`config.mk`:
```
export PLATFORM = sky130hd
export DESIGN_NAME = winograd_input_tile_transform_unit
export DESIGN_NICKNAME = d
export VERILOG_FILES = /design/src/sv/witt_pkg.sv /design/src/sv/witt_cell.sv /design/src/sv/witt_window_line.sv /design/src/sv/witt_transform_engine.sv /design/src/sv/winograd_input_tile_transform_unit.sv
export SDC_FILE = /design/constraint.sdc
export NUM_CORES = 2
export LEC_CHECK = 0
export BUFFER_PORTS_ARGS = -buffer_cell sky130_fd_sc_hd__buf_2
export CORE_MARGIN = 2
export CORE_UTILIZATION = 40
export CTS_BUF_LIST = sky130_fd_sc_hd__clkbuf_4
export CTS_CLUSTER_DIAMETER = 200
export CTS_CLUSTER_SIZE = 24
export DETAILED_ROUTE_END_ITERATION = 6
export PLACE_DENSITY = 0.6
export SLEW_MARGIN = 20
export SYNTH_ARGS = -nofsm -noshare
export SYNTH_HDL_FRONTEND = slang
export SYNTH_HIERARCHICAL = 1
export SYNTH_SLANG_ARGS = --single-unit
export TNS_END_PERCENT = 10
```
`constraint.sdc`:
```
create_clock -name clock -period 8 [get_ports clock]
set_input_delay 0.4 -clock clock [delete_from_list [all_inputs] [get_ports clock]]
set_output_delay 0.4 -clock clock [all_outputs]
set_load 0.02 [all_outputs]
```
`src/sv/witt_pkg.sv`:
```
// ----------------------------------------------------------------------------
// witt_pkg: shared types and constants of the Winograd input tile transform
// Plane geometry, sample and value widths, the tile record that moves from
// the window line to the transform engine, and the stream bus widths.
// ----------------------------------------------------------------------------
package witt_pkg;

   localparam int PLANE_WIDTH  = 8;
   localparam int PLANE_HEIGHT = 8;
   localparam int SAMPLE_BITS  = 16;
   localparam int VALUE_BITS   = SAMPLE_BITS + 2;
   localparam int PARTIAL_BITS = SAMPLE_BITS + 1;

   localparam int COL_BITS = $clog2(PLANE_WIDTH);
   localparam int ROW_BITS = $clog2(PLANE_HEIGHT);
   localparam int TILES_X  = (PLANE_WIDTH + 1) / 2;
   localparam int TILES_Y  = (PLANE_HEIGHT + 1) / 2;

   // Three full rows plus four samples cover a 4x4 window; tap 0 is the
   // incoming sample, so the chain holds one fewer.
   localparam int TAP_COUNT  = 3 * PLANE_WIDTH + 4;
   localparam int CELL_COUNT = TAP_COUNT - 1;

   localparam int TILE_BITS  = 4;
   localparam int ELEM_BITS  = 4;
   localparam int TILE_ELEMS = 16;
   localparam logic [ELEM_BITS-1:0] LAST_ELEM = ELEM_BITS'(TILE_ELEMS - 1);

   localparam int REQ_DATA_BITS = ((SAMPLE_BITS + 7) / 8) * 8;
   localparam int RSP_FIELD_BITS = TILE_BITS + ELEM_BITS + VALUE_BITS;
   localparam int RSP_DATA_BITS = ((RSP_FIELD_BITS + 7) / 8) * 8;

   typedef logic signed [SAMPLE_BITS-1:0]  sample_type;
   typedef logic signed [PARTIAL_BITS-1:0] partial_type;
   typedef logic signed [VALUE_BITS-1:0]   value_type;

   typedef sample_type  [3:0][3:0] window_type;
   typedef partial_type [3:0][3:0] rows_type;

   typedef struct packed {
      logic                 done;
      logic [TILE_BITS-1:0] tile_index;
      window_type           x;
   } tile_type;

endpackage

```
`src/sv/witt_cell.sv`:
```
// ----------------------------------------------------------------------------
// witt_cell: one sample cell of the window line
// Holds one sample and takes its neighbor's sample on every accepted beat.
// ----------------------------------------------------------------------------
module witt_cell (
   input  logic                 clock,
   input  logic                 shift_en,
   input  witt_pkg::sample_type d,
   output witt_pkg::sample_type q
);

   witt_pkg::sample_type q_ff;

   always_ff @(posedge clock) begin
      if (shift_en) begin
         q_ff <= d;
      end
   end

   assign q = q_ff;

endmodule

```
`src/sv/witt_window_line.sv`:
```
// ----------------------------------------------------------------------------
// witt_window_line: sample chain, raster position and tile detection
// A chain of cells keeps the last rows of the plane. When the incoming beat
// is the last in-plane sample of a tile, the 4x4 window is cut out of the
// chain taps with zero padding at the plane edges.
// ----------------------------------------------------------------------------
module witt_window_line (
   input  logic                 clock,
   input  logic                 reset,
   input  logic                 accept,
   input  witt_pkg::sample_type sample,
   output witt_pkg::tile_type   tile
);

   logic [witt_pkg::COL_BITS-1:0] col_ff, col_in;
   logic [witt_pkg::ROW_BITS-1:0] row_ff, row_in;
   witt_pkg::sample_type          taps [witt_pkg::TAP_COUNT];
   witt_pkg::sample_type          win  [4][4];
   logic                          last_row, last_col, first_row, first_col;
   logic                          row_end, col_end;
   logic [witt_pkg::ROW_BITS-1:0] ty;
   logic [witt_pkg::COL_BITS-1:0] tx;

   assign taps[0] = sample;

   for (genvar n = 0; n < witt_pkg::CELL_COUNT; n++) begin : g_cell
      witt_cell u_cell (
         .clock    (clock),
         .shift_en (accept),
         .d        (taps[n]),
         .q        (taps[n+1])
      );
   end

   always_comb begin
      col_in = col_ff;
      row_in = row_ff;
      if (accept) begin
         if (col_ff == witt_pkg::COL_BITS'(witt_pkg::PLANE_WIDTH - 1)) begin
            col_in = '0;
            if (row_ff == witt_pkg::ROW_BITS'(witt_pkg::PLANE_HEIGHT - 1)) begin
               row_in = '0;
            end else begin
               row_in = row_ff + witt_pkg::ROW_BITS'(1);
            end
         end else begin
            col_in = col_ff + witt_pkg::COL_BITS'(1);
         end
      end
   end

   always_ff @(posedge clock) begin
      if (reset) begin
         col_ff <= '0;
         row_ff <= '0;
      end else begin
         col_ff <= col_in;
         row_ff <= row_in;
      end
   end

   // A tile ends on an even position from 2 on, and the last tile of an axis
   // ends on the final position, where its window is one step short.
   assign last_row  = (row_ff == witt_pkg::ROW_BITS'(witt_pkg::PLANE_HEIGHT - 1));
   assign last_col  = (col_ff == witt_pkg::COL_BITS'(witt_pkg::PLANE_WIDTH - 1));
   assign first_row = (row_ff == witt_pkg::ROW_BITS'(2));
   assign first_col = (col_ff == witt_pkg::COL_BITS'(2));
   assign row_end   = last_row || (!row_ff[0] && row_ff >= witt_pkg::ROW_BITS'(2));
   assign col_end   = last_col || (!col_ff[0] && col_ff >= witt_pkg::COL_BITS'(2));

   assign ty = last_row ? witt_pkg::ROW_BITS'(witt_pkg::TILES_Y - 1)
                        : (row_ff >> 1) - witt_pkg::ROW_BITS'(1);
   assign tx = last_col ? witt_pkg::COL_BITS'(witt_pkg::TILES_X - 1)
                        : (col_ff >> 1) - witt_pkg::COL_BITS'(1);

   for (genvar i = 0; i < 4; i++) begin : g_row
      for (genvar j = 0; j < 4; j++) begin : g_col
         localparam int RF = 3 - i;
         localparam int RL = (i == 3) ? 0 : 2 - i;
         localparam int CF = 3 - j;
         localparam int CL = (j == 3) ? 0 : 2 - j;
         localparam int W  = witt_pkg::PLANE_WIDTH;
         logic pad;

         assign pad = (last_row && (i == 3)) || (first_row && (i == 0)) ||
                      (last_col && (j == 3)) || (first_col && (j == 0));
         assign win[i][j] = pad ? '0 :
                            last_row ? (last_col ? taps[RL*W+CL] : taps[RL*W+CF])
                                     : (last_col ? taps[RF*W+CL] : taps[RF*W+CF]);
      end
   end

   always_comb begin
      tile.done       = row_end && col_end;
      tile.tile_index = witt_pkg::TILE_BITS'(ty * witt_pkg::TILES_X + tx);
      for (int i = 0; i < 4; i++) begin
         for (int j = 0; j < 4; j++) begin
            tile.x[i][j] = win[i][j];
         end
      end
   end

endmodule

```
`src/sv/witt_transform_engine.sv`:
```
// ----------------------------------------------------------------------------
// witt_transform_engine: transpose(B) x B over one tile, one element a beat
// On load the column pass is registered; each output beat then applies the
// row pass to one element and places it in the output register.
// ----------------------------------------------------------------------------
module witt_transform_engine (
   input  logic                                clock,
   input  logic                                reset,
   input  logic                                load_valid,
   input  witt_pkg::tile_type                  load_tile,
   output logic                                load_take,
   output logic                                rsp_valid,
   input  logic                                rsp_ready,
   output logic [witt_pkg::TILE_BITS-1:0]      rsp_tile,
   output logic [witt_pkg::ELEM_BITS-1:0]      rsp_elem,
   output witt_pkg::value_type                 rsp_value,
   output logic                                rsp_last
);

   logic                              active_ff, active_in;
   logic [witt_pkg::ELEM_BITS-1:0]    elem_ff, elem_in;
   logic [witt_pkg::TILE_BITS-1:0]    tile_ff;
   witt_pkg::rows_type                t_ff, t_in;
   logic                              out_free, emit;
   logic                              rsp_valid_ff, rsp_valid_in;
   logic [witt_pkg::TILE_BITS-1:0]    rsp_tile_ff;
   logic [witt_pkg::ELEM_BITS-1:0]    rsp_elem_ff;
   witt_pkg::value_type               rsp_value_ff, v;
   logic                              rsp_last_ff;
   witt_pkg::partial_type [3:0]       t_row;

   assign out_free  = !rsp_valid_ff || rsp_ready;
   assign emit      = active_ff && out_free;
   assign load_take = load_valid && (!active_ff || (emit && elem_ff == witt_pkg::LAST_ELEM));

   // Column pass: rows of transpose(B) applied to the window.
   always_comb begin
      for (int j = 0; j < 4; j++) begin
         t_in[0][j] = witt_pkg::partial_type'($signed(load_tile.x[0][j]))
                    - witt_pkg::partial_type'($signed(load_tile.x[2][j]));
         t_in[1][j] = witt_pkg::partial_type'($signed(load_tile.x[1][j]))
                    + witt_pkg::partial_type'($signed(load_tile.x[2][j]));
         t_in[2][j] = witt_pkg::partial_type'($signed(load_tile.x[2][j]))
                    - witt_pkg::partial_type'($signed(load_tile.x[1][j]));
         t_in[3][j] = witt_pkg::partial_type'($signed(load_tile.x[1][j]))
                    - witt_pkg::partial_type'($signed(load_tile.x[3][j]));
      end
   end

   // Row pass for the element at hand.
   always_comb begin
      t_row = t_ff[elem_ff[3:2]];
      case (elem_ff[1:0])
         2'd0:    v = witt_pkg::value_type'(t_row[0]) - witt_pkg::value_type'(t_row[2]);
         2'd1:    v = witt_pkg::value_type'(t_row[1]) + witt_pkg::value_type'(t_row[2]);
         2'd2:    v = witt_pkg::value_type'(t_row[2]) - witt_pkg::value_type'(t_row[1]);
         2'd3:    v = witt_pkg::value_type'(t_row[1]) - witt_pkg::value_type'(t_row[3]);
         default: v = '0;
      endcase
   end

   always_comb begin
      active_in = active_ff;
      elem_in   = elem_ff;
      if (emit) begin
         elem_in = elem_ff + witt_pkg::ELEM_BITS'(1);
         if (elem_ff == witt_pkg::LAST_ELEM) begin
            active_in = 1'b0;
         end
      end
      if (load_take) begin
         active_in = 1'b1;
         elem_in   = '0;
      end
      rsp_valid_in = out_free ? active_ff : rsp_valid_ff;
   end

   always_ff @(posedge clock) begin
      if (reset) begin
         active_ff    <= 1'b0;
         elem_ff      <= '0;
         rsp_valid_ff <= 1'b0;
      end else begin
         active_ff    <= active_in;
         elem_ff      <= elem_in;
         rsp_valid_ff <= rsp_valid_in;
      end
   end

   always_ff @(posedge clock) begin
      if (load_take) begin
         t_ff    <= t_in;
         tile_ff <= load_tile.tile_index;
      end
      if (emit) begin
         rsp_tile_ff  <= tile_ff;
         rsp_elem_ff  <= elem_ff;
         rsp_value_ff <= v;
         rsp_last_ff  <= (elem_ff == witt_pkg::LAST_ELEM);
      end
   end

   assign rsp_valid = rsp_valid_ff;
   assign rsp_tile  = rsp_tile_ff;
   assign rsp_elem  = rsp_elem_ff;
   assign rsp_value = rsp_value_ff;
   assign rsp_last  = rsp_last_ff;

endmodule

```
`src/sv/winograd_input_tile_transform_unit.sv`:
```
// ----------------------------------------------------------------------------
// winograd_input_tile_transform_unit: F(2x2,3x3) input tile transform
// Streams samples of an 8x8 plane in raster order and returns the 16
// transformed elements of every 4x4 tile (stride 2, zero padding of one).
// ----------------------------------------------------------------------------
// Usage:
//   The req channel carries one signed sample per beat. Planes follow each
//   other with no gap; the raster position wraps after the last sample.
//   The rsp channel carries one element per beat, tiles in completion order,
//   elements row-major, with rsp_tlast on the sixteenth element of a tile.
//   A completed tile passes through the holding slot, the column-pass
//   register and the output register; its 16 elements then leave on
//   consecutive cycles while rsp_tready is high, a pace set by the
//   one-element-per-cycle row pass. Over a plane, 64 samples yield 256
//   elements; the engine idles while the first tile of the next plane
//   fills. One completed tile can wait in a holding slot while another is
//   being sent; req_tready drops while that slot is full, which in a tile
//   row stalls the input. When the receiver stalls, the current element
//   holds in the output register and the transform waits. Reset clears
//   the raster position and all valid flags; the sample chain needs no
//   clearing, since padding masks every tap that is not yet part of the
//   current plane.
// ----------------------------------------------------------------------------
module winograd_input_tile_transform_unit (
   input  logic                               clock,
   input  logic                               reset,
   input  logic                               req_tvalid,
   output logic                               req_tready,
   // [15:0] sample
   input  logic [witt_pkg::REQ_DATA_BITS-1:0] req_tdata,
   output logic                               rsp_tvalid,
   input  logic                               rsp_tready,
   // [3:0] tile_index, [7:4] element_index, [25:8] value, rest zero
   output logic [witt_pkg::RSP_DATA_BITS-1:0] rsp_tdata,
   output logic                               rsp_tlast
);

   logic                              accept;
   witt_pkg::tile_type                tile_evt;
   witt_pkg::tile_type                pend_ff;
   logic                              pend_valid_ff, pend_valid_in;
   logic                              load_take;
   logic [witt_pkg::TILE_BITS-1:0]    rsp_tile;
   logic [witt_pkg::ELEM_BITS-1:0]    rsp_elem;
   witt_pkg::value_type               rsp_value;

   assign req_tready = !pend_valid_ff;
   assign accept     = req_tvalid && req_tready;

   witt_window_line u_line (
      .clock  (clock),
      .reset  (reset),
      .accept (accept),
      .sample (witt_pkg::sample_type'(req_tdata[witt_pkg::SAMPLE_BITS-1:0])),
      .tile   (tile_evt)
   );

   always_comb begin
      pend_valid_in = pend_valid_ff;
      if (load_take) begin
         pend_valid_in = 1'b0;
      end
      if (accept && tile_evt.done) begin
         pend_valid_in = 1'b1;
      end
   end

   always_ff @(posedge clock) begin
      if (reset) begin
         pend_valid_ff <= 1'b0;
      end else begin
         pend_valid_ff <= pend_valid_in;
      end
   end

   always_ff @(posedge clock) begin
      if (accept && tile_evt.done) begin
         pend_ff <= tile_evt;
      end
   end

   witt_transform_engine u_engine (
      .clock      (clock),
      .reset      (reset),
      .load_valid (pend_valid_ff),
      .load_tile  (pend_ff),
      .load_take  (load_take),
      .rsp_valid  (rsp_tvalid),
      .rsp_ready  (rsp_tready),
      .rsp_tile   (rsp_tile),
      .rsp_elem   (rsp_elem),
      .rsp_value  (rsp_value),
      .rsp_last   (rsp_tlast)
   );

   assign rsp_tdata = witt_pkg::RSP_DATA_BITS'({rsp_value, rsp_elem, rsp_tile});

   // The last flag sits exactly on the final element of a tile.
   a_last_on_final: assert property (@(posedge clock) disable iff (reset)
      rsp_tvalid |-> (rsp_tlast == (rsp_elem == witt_pkg::LAST_ELEM)))
      else $error("tlast does not match the final element of a tile");

   // Within a tile the elements leave without gaps and in order.
   a_tile_contiguous: assert property (@(posedge clock) disable iff (reset)
      (rsp_tvalid && rsp_tready && !rsp_tlast) |=>
         (rsp_tvalid && rsp_elem == $past(rsp_elem) + witt_pkg::ELEM_BITS'(1)
          && rsp_tile == $past(rsp_tile)))
      else $error("tile elements not sent back to back in order");

   // A new tile starts at element zero.
   a_tile_starts_at_zero: assert property (@(posedge clock) disable iff (reset)
      (rsp_tvalid && rsp_tready && rsp_tlast) |=>
         (!rsp_tvalid || rsp_elem == '0))
      else $error("tile does not start at element zero");

   // A completed tile is only captured while the holding slot is free.
   a_no_overwrite: assert property (@(posedge clock) disable iff (reset)
      (pend_valid_ff && !load_take) |=> (pend_valid_ff && $stable(pend_ff)))
      else $error("held tile lost before the engine took it");

endmodule
```
==> impl_metrics.py <==
metrics = {
    "global_route": {
        "track_usage": 0.193,
        "antenna_found_initial": 22,
        "grt_pass1_wl_um": 195000,
        "grt_max_degree": 176,
        "grt_overflow_total": 0,
        "grt_pass1_vias": 30700,
    },
    "routing": {
        "drt-total-wl_um": 132000,
        "drc_errors": 0,
        "drt_iter0_drc": 3406,
        "viasPerCell": 5.45,
        "drtPass1Iterations": 5,
        "ant_nets": 0,
        "vias": 32000,
        "wl_per_cell_um": 22.4,
    },
    "critical_path": {
        "rr_startpoint": "u_engine/elem_ff[2]",
        "start_kind": "flop",
        "worst_ep_required_time_ps": 8840,
        "worstPathMaxFanout": 32,
        "cp_cell_sequence": "buf_4, mux4_2, inv_1, nand2_1, nor3b_1, xnor2_1, nor2_1, a21oi_1, ha_1, and3_1, and3_1, a21oi_1, o21ai_0, o211ai_1, xnor2_1, a221oi_1, a22oi_1",
        "startpoint": "u_engine/elem_ff[2]",
        "critPathKind": "flop to flop",
        "cp_slowest_cell": "dfxtp_4",
        "cpLargestDelayFamily": "compound AO/OA/AOI/OAI gates",
        "max_stage_delay_ps": 780,
        "cp.arrival_ps": 6320,
        "cp-end-kind": "flop",
        "r2r_cells": 17,
        "cp.depth": 17,
        "path_buf_inv": 2,
    },
    "clocking": {
        "post_cts.repair.setup_buffers": 0,
        "path_clk_slew_ps": 250,
        "cts_tree": "built",
        "clkSinkCount": 1004,
        "clk_latency_ps": 1080,
        "cts_max_level": 2,
        "numCtsBuffers": 47,
        "root_buffer": "clkbuf_4",
        "cts_buffer_depth": 3,
        "post_cts_resized": 0,
    },
    "sta": {
        "max_clock_freq_mhz": 182,
        "setup_viol": 0,
        "fin_crit_ps": 5480,
        "fin_crit_sh": 0.686,
        "hold_viol_final": 0,
        "slew_headroom": 0.285,
        "setup_slack_ps": 2520,
        "fin_setup_tns_ps": 0,
        "slew_viol_final": 0,
        "clock_skew_ps": 88.6,
        "worst_pin_slew_ps": 1070,
        "rsz0062_at_grt": "no",
    },
    "yosys": {
        "syn_avg_cell_area_um2": 13.0,
        "ys.warnings.count": 6,
        "synth_cells": 4062,
        "netlist_area_mm2": 0.0526,
    },
    "final_layout": {
        "drive_gt1_frac": 0.0804,
        "final_util": 0.424,
        "nets": 4435,
        "area_growth_pct": 5.48,
        "fill_cells": 12100,
    },
    "floorplanning": {
        "core_mm2": 0.131,
        "die_w_um": 367,
        "rows": 133,
        "floorplan.die_area_mm2": 0.134,
        "start_util": 0.402,
        "die_h_um": 367,
        "io_pins": 55,
    },
    "min_path": {
        "hold_start": "req_tdata[1]",
        "hold_depth": 2,
        "hold_class": "input pin to flop",
    },
    "power": {
        "ir_drop_uv": 86.2,
        "p_total_w": 0.00820,
        "power_density_mw_per_mm2": 148,
        "leakage_nw": 19.8,
    },
    "place": {
        "gp_congestion": 0.914,
        "port_buffers": 48,
        "dp_slack_ps": 2500,
        "place.detailed.hpwl_um": 99400,
    },
    "status": {
        "outcome": "finished clean",
    },
    "run": {
        "maxCapViolCount": 0,
    },
}
[area by class of cell]
class                      count  area [um^2]  share of cell area
clock buffer                  78          586              0.0106
antenna                        9         22.5            0.000406
inverter                     398         1500              0.0271
multi-input combinational   2525        20400               0.367
sequential                  1004        30000               0.541
timing repair buffer          97          741              0.0133
tap                         1755         2200              0.0396
clock inverter                 1         30.0            0.000541
[placed cells by master (no fill, tap or decap), drive strengths merged, types with 38 or more instances in the layout]
| cell | instances |
|---|---|
| edfxtp | 991 |
| a21oi | 225 |
| nor2 | 294 |
| mux4 | 125 |
| nand3 | 80 |
| nor2b | 90 |
| o22ai | 38 |
| nand2 | 117 |
| o21ai | 98 |
| and3 | 40 |
| xnor2 | 181 |
| clkbuf | 78 |
| ha | 323 |
| and2 | 62 |
| xor2 | 50 |
| inv | 397 |
| buf | 74 |
| nand2b | 48 |
| nor3 | 117 |
| a211oi | 81 |
| mux2i | 170 |
[what timing repair did]
action                                  CTS  global route
hold endpoints to repair                190             0
hold buffers                             23             0
endpoints found under the setup margin    0             0
[metal layers]
metal	track usage	vias up	share of wire
met5	0	-	0.00046
met4	0.0523	8	0.026
met3	0.0321	151	0.063
met2	0.295	820	0.44
met1	0.282	16000	0.47
li1	-	15000	-
[power by group]
part | total (W) | internal [W] | switching [W]
clock | 0.00199 | 0.000464 | 0.00153
sequential | 0.00598 | 0.00590 | 0.0000816
combinational | 0.000227 | 0.0000849 | 0.000142
total | 0.00820 | 0.00645 | 0.00175
[state kept, by name (all words and copies together) (netlist names), 3 cells and up]
signal / cells
pend_ff: 260
u_engine/rsp_tile: 4
u_engine/tile_ff: 4
u_engine/t_ff: 268
u_line/row_ff: 3
u_line/col_ff: 3
u_engine/rsp_elem: 4
u_engine/elem_ff: 4
u_line/g_cell.u_cell/q: 432
u_engine/rsp_value: 18
[stage by stage]
step                      cell area, um^2  cells  hold slack (ps)
after floorplan                     52600   4067              400
after global placement              54600   5756              400
after detailed placement            54600   5756              405
after CTS                           55500   5858             17.7
after global routing                55500   5865             67.8
final                               55500   5867              159
[worst paths after layout]
kind,to,slack [ps]
max,u_engine/rsp_value[15],2520
min,u_line/g_cell[0].u_cell/q[1],160
max reg2reg,u_engine/rsp_value[15],2520
min reg2reg,u_line/g_cell[21].u_cell/q[2],390
Power figures use the tool's default switching activity.
